--- src/hw/rtl/qmid_pkg.sv ---
// shared constants, request and status codes, and controller/datapath bundles
package qmid_pkg;

	localparam int unsigned DEPTH_DEFAULT = 1024;

	localparam int REQ_W   = 3;
	localparam int VALUE_W = 64;
	localparam int POS_W   = 10;
	localparam int ST_W    = 2;
	localparam int COUNT_W = 11;

	localparam logic [REQ_W-1:0] REQ_ENQ  = 3'd0;
	localparam logic [REQ_W-1:0] REQ_DEQ  = 3'd1;
	localparam logic [REQ_W-1:0] REQ_INS  = 3'd2;
	localparam logic [REQ_W-1:0] REQ_DEL  = 3'd3;
	localparam logic [REQ_W-1:0] REQ_READ = 3'd4;

	localparam logic [ST_W-1:0] ST_OK    = 2'd0;
	localparam logic [ST_W-1:0] ST_FULL  = 2'd1;
	localparam logic [ST_W-1:0] ST_EMPTY = 2'd2;
	localparam logic [ST_W-1:0] ST_RANGE = 2'd3;

	typedef struct packed {
		logic load;
		logic setup;
		logic step;
		logic finish;
	} qmid_cmd_t;

	typedef struct packed {
		logic needs_shift;
		logic at_stop;
		logic out_free;
	} qmid_sts_t;

endpackage

--- src/hw/rtl/qmid_ctrl.sv ---
// request sequencer: accept, set up, shift loop, drain, result
module qmid_ctrl (
	input  logic                clk,
	input  logic                arst_n,
	input  logic                in_valid,
	output logic                in_ready,
	input  qmid_pkg::qmid_sts_t sts,
	output qmid_pkg::qmid_cmd_t cmd
);

	typedef enum logic [4:0] {
		S_IDLE   = 5'b00001,
		S_EXEC   = 5'b00010,
		S_SHIFT  = 5'b00100,
		S_DRAIN  = 5'b01000,
		S_FINISH = 5'b10000
	} state_t;

	state_t state_q, state_d;

	always_ff @(posedge clk or negedge arst_n) begin
		if (!arst_n) begin
			state_q <= S_IDLE;
		end else begin
			state_q <= state_d;
		end
	end

	always_comb begin
		state_d    = state_q;
		cmd        = '0;
		case (state_q)
			S_IDLE: begin
				cmd.load = in_valid;
				if (in_valid) state_d = S_EXEC;
			end
			S_EXEC: begin
				cmd.setup = 1'b1;
				state_d   = sts.needs_shift ? S_SHIFT : S_FINISH;
			end
			S_SHIFT: begin
				cmd.step = 1'b1;
				if (sts.at_stop) state_d = S_DRAIN;
			end
			// last pending write lands here
			S_DRAIN: begin
				state_d = S_FINISH;
			end
			S_FINISH: begin
				if (sts.out_free) begin
					cmd.finish = 1'b1;
					state_d    = S_IDLE;
				end
			end
			default: begin
				state_d = S_IDLE;
			end
		endcase
	end

	assign in_ready = (state_q == S_IDLE);

endmodule

--- config.mk ---
export PLATFORM = sky130hd
export DESIGN_NAME = qmid_ctrl
export DESIGN_NICKNAME = d
export VERILOG_FILES = /design/src/hw/rtl/qmid_pkg.sv /design/src/hw/rtl/qmid_ctrl.sv
export SDC_FILE = /design/constraint.sdc
export NUM_CORES = 1
export LEC_CHECK = 0
export ABC_CLOCK_PERIOD_IN_PS = 1520
export BUFFER_PORTS_ARGS = -buffer_cell sky130_fd_sc_hd__buf_2
export CAP_MARGIN = 25
export CORE_AREA = 8 8 45 47
export CTS_CLUSTER_SIZE = 10
export DETAILED_ROUTE_END_ITERATION = 12
export DIE_AREA = 0 0 53 55
export MAX_ROUTING_LAYER = met4
export SYNTH_ARGS = -nofsm -noshare
export SYNTH_HDL_FRONTEND = slang
export SYNTH_SLANG_ARGS = --single-unit
--- constraint.sdc ---
create_clock -name clk -period 1.52 [get_ports clk]
set_clock_uncertainty 0.1 [all_clocks]
set_input_delay 0.076 -clock clk [delete_from_list [all_inputs] [get_ports clk]]
set_output_delay 0.076 -clock clk [all_outputs]
set_load 0.02 [all_outputs]
==> metrics.txt <==
Core Region=0.00138 mm²; Synth-to-Final Area Change=66.3%; Largest register FFs=5; 1st-iter DRT viols=4; Finished Cell Area=543 µm²; critical path arrival=1.42 ns; P per Cell Area=1710 mW/mm²; Adder-Cell Fraction of Synth Area=0%; crit start category=flip-flop; unrepaired setup endpoints after global routing=true; Seq cells post-synth=5; Compound-Gate Fraction of Synth Area=12.6%; post-layout net count=63; most common cell after layout, fill and taps aside=buf_4; Die X=53 µm; largest area contributor in the netlist=dfrtp_1; Biggest register=state_q; Clk Latency, worst-skew pair=0.24 ns; vias post-DR=316; critical path type=flip-flop to output port; Largest regs=state_q x5; clk sink count=5; share of synthesized cell area in and, or, nand and nor gates=37.9%; critical-path maximum fanout=3; setup_tns=-0.134 ns; Worst-path clk slew=0.04 ns; # DRC=0; Max-cap violations=0; GR Util All Layers=5.88%; cell count after synthesis=31; # diodes=0; CTS root buf=clkbuf_4; most frequent cells in the layout=buf_4 (11), buf_2 (5), nor2_1 (4), dlygate4sd3_1 (4); CP cell instances=nor4b_4 -> and2b_1 -> and2_4 -> buf_6; Final Max Slew Viols=0; initial antenna violation count=0; worst-margin pin slew=0.278 ns; Starting Density=23.6%; PortBufs=10; yosys warns=0; VDD IR max=0.000721 V; post-synthesis cell area=327 µm²; status=finished with violations; largest net degree at the start of global routing=8; Syn Nets=37; Cell variety after synth=19; Hold WC Path Type=primary input to async pin; CP peak stage delay=0.53 ns; Worst EP required=1.34 ns; slowest CP cell=dfstp_2; largest cells by area after synthesis=dfrtp_1 (31%), dfstp_2 (8.0%), nor4b_4 (7.3%), and4b_1 (6.1%), and2_1 (5.7%); largest family of logic cells by synthesized area=simple AND/OR/NAND/NOR gates; Die ar.=0.00292 mm²; fin cells=72; Routed WL per cell=11.4 µm; slew margin rel.=81.5%; top cell type's share of synthesized area=30.7%; xor/xnor share of the synthesized area=2.68%; I/O pin cnt=11; CTS tree=built; Clock H-tree levels=1; Die Height=55 µm; layout cells sized above 1=50.0%; clock buffer count from CTS=3; fin crit period=1.60 ns; fmax=625 MHz; WL final=819 µm; Post-DP HPWL=591 µm; post-route clock period utilization=105%; Post-DRT Antenna Nets=0; GPL Wtd Cong=0.729; failing checks=negative setup slack; first-pass GRT wire length=1230 µm; Hold Vio Cnt, Final=0; setup ws final=-0.0801 ns; Leak=0.301 nW; mux contribution to synthesized area=3.45%; placed cell count=59; Clock Path Buffers=2; vias per inst=4.39; sequential fraction of the synthesis area=38.7%; grt total ovfl=0; Placed Area=408 µm²; Avg Inst Size Synth=10.5 µm²; TritonRoute pass-1 iters=2; Hold WS=0.0778 ns; vias in the first global route=310; CP endpoint kind=output port; Final Setup Violations=2; Row Count=14; Finished Core Util=39.2%
-- layout make-up --
class / instances / area (µm²)
clock buffers: 4 / 26.3
fillers: 139 / 841
inverters: 1 / 3.75
multi-input cells: 24 / 195
flip-flops and latches: 5 / 128
well taps: 16 / 20.0
repair buffers: 22 / 170
-- where the power goes --
part           switching [mW]  internal [mW]
Sequential             0.0400          0.178
Clock                  0.0511         0.0990
Combinational           0.230          0.330
Total                   0.321          0.607
-- kinds of logic after synthesis --
logic type	after synthesis
AO/OA/AOI/OAI	5
XOR/XNOR	1
buffers and inverters	2
flip-flops	5
multiplexers	1
AND/OR/NAND/NOR	17
-- metrics by stage --
stage,power [mW],setup WS [ns]
4_1_cts,0.840,-0.0721
5_1_grt,0.983,-0.127
2_1_floorplan,0.479,0.0482
6_report,0.929,-0.0801
3_5_place_dp,0.602,0.132
3_3_place_gp,0.602,0.156
-- final timing paths --
| check | from | end | slack (ns) | cells past startpoint |
|---|---|---|---|---|
| min reg2reg | state_q[4] | state_q[0] | 0.59 | 2 |
| max | state_q[0] | cmd[3] | -0.08 | 4 |
| max in group asynchronous | arst_n | state_q[0] | 1.03 | 2 |
| max reg2reg | state_q[0] | state_q[0] | 0.09 | 5 |
| min in group clk | sts[0] | state_q[0] | 0.18 | 3 |
| min | arst_n | state_q[4] | 0.08 | 2 |
-- what timing repair did --
| item | 4_1_cts | 5_1_grt |
|---|---|---|
| pin swaps | 1 | 1 |
| hold buffers | 4 | 0 |
| buffers inserted | 1 | 4 |
| endpoints found under the hold margin | 8 | 0 |
| endpoints found under the setup margin | 5 | 5 |
| resized for setup | 7 | 4 |
-- Yosys cell counts (all sizes together) --
cell type,number
dfstp,1
and3,2
mux2,1
a21o,2
and2,3
and4,1
nor2,5
and4b,2
a211o,1
xor2,1
nor4b,2
dfrtp,4
buf,1
inv,1
and2b,1
nor3,1
a21oi,1
a211oi,1
-- critical path, delay by kind of cell, from the launching register on --
kind / cells / cell delay [ns]
buffers and inverters: 1 / 0.11
flip-flops: 1 / 0.53
AND/OR/NAND/NOR: 3 / 0.55
-- metal layers --
metal / global-route usage [%] / wire length [µm] / vias to the layer above / share of wire, %
met1: 6.46 / 400 / 140 / 49
met4: 2.59 / 0 / 0 / 0
met5: - / 0 / - / 0
met2: 8.40 / 367 / 11 / 45
li1: - / - / 165 / -
met3: 3.48 / 50 / 0 / 6.1
Note: power is estimated with default switching activity, not from simulation.
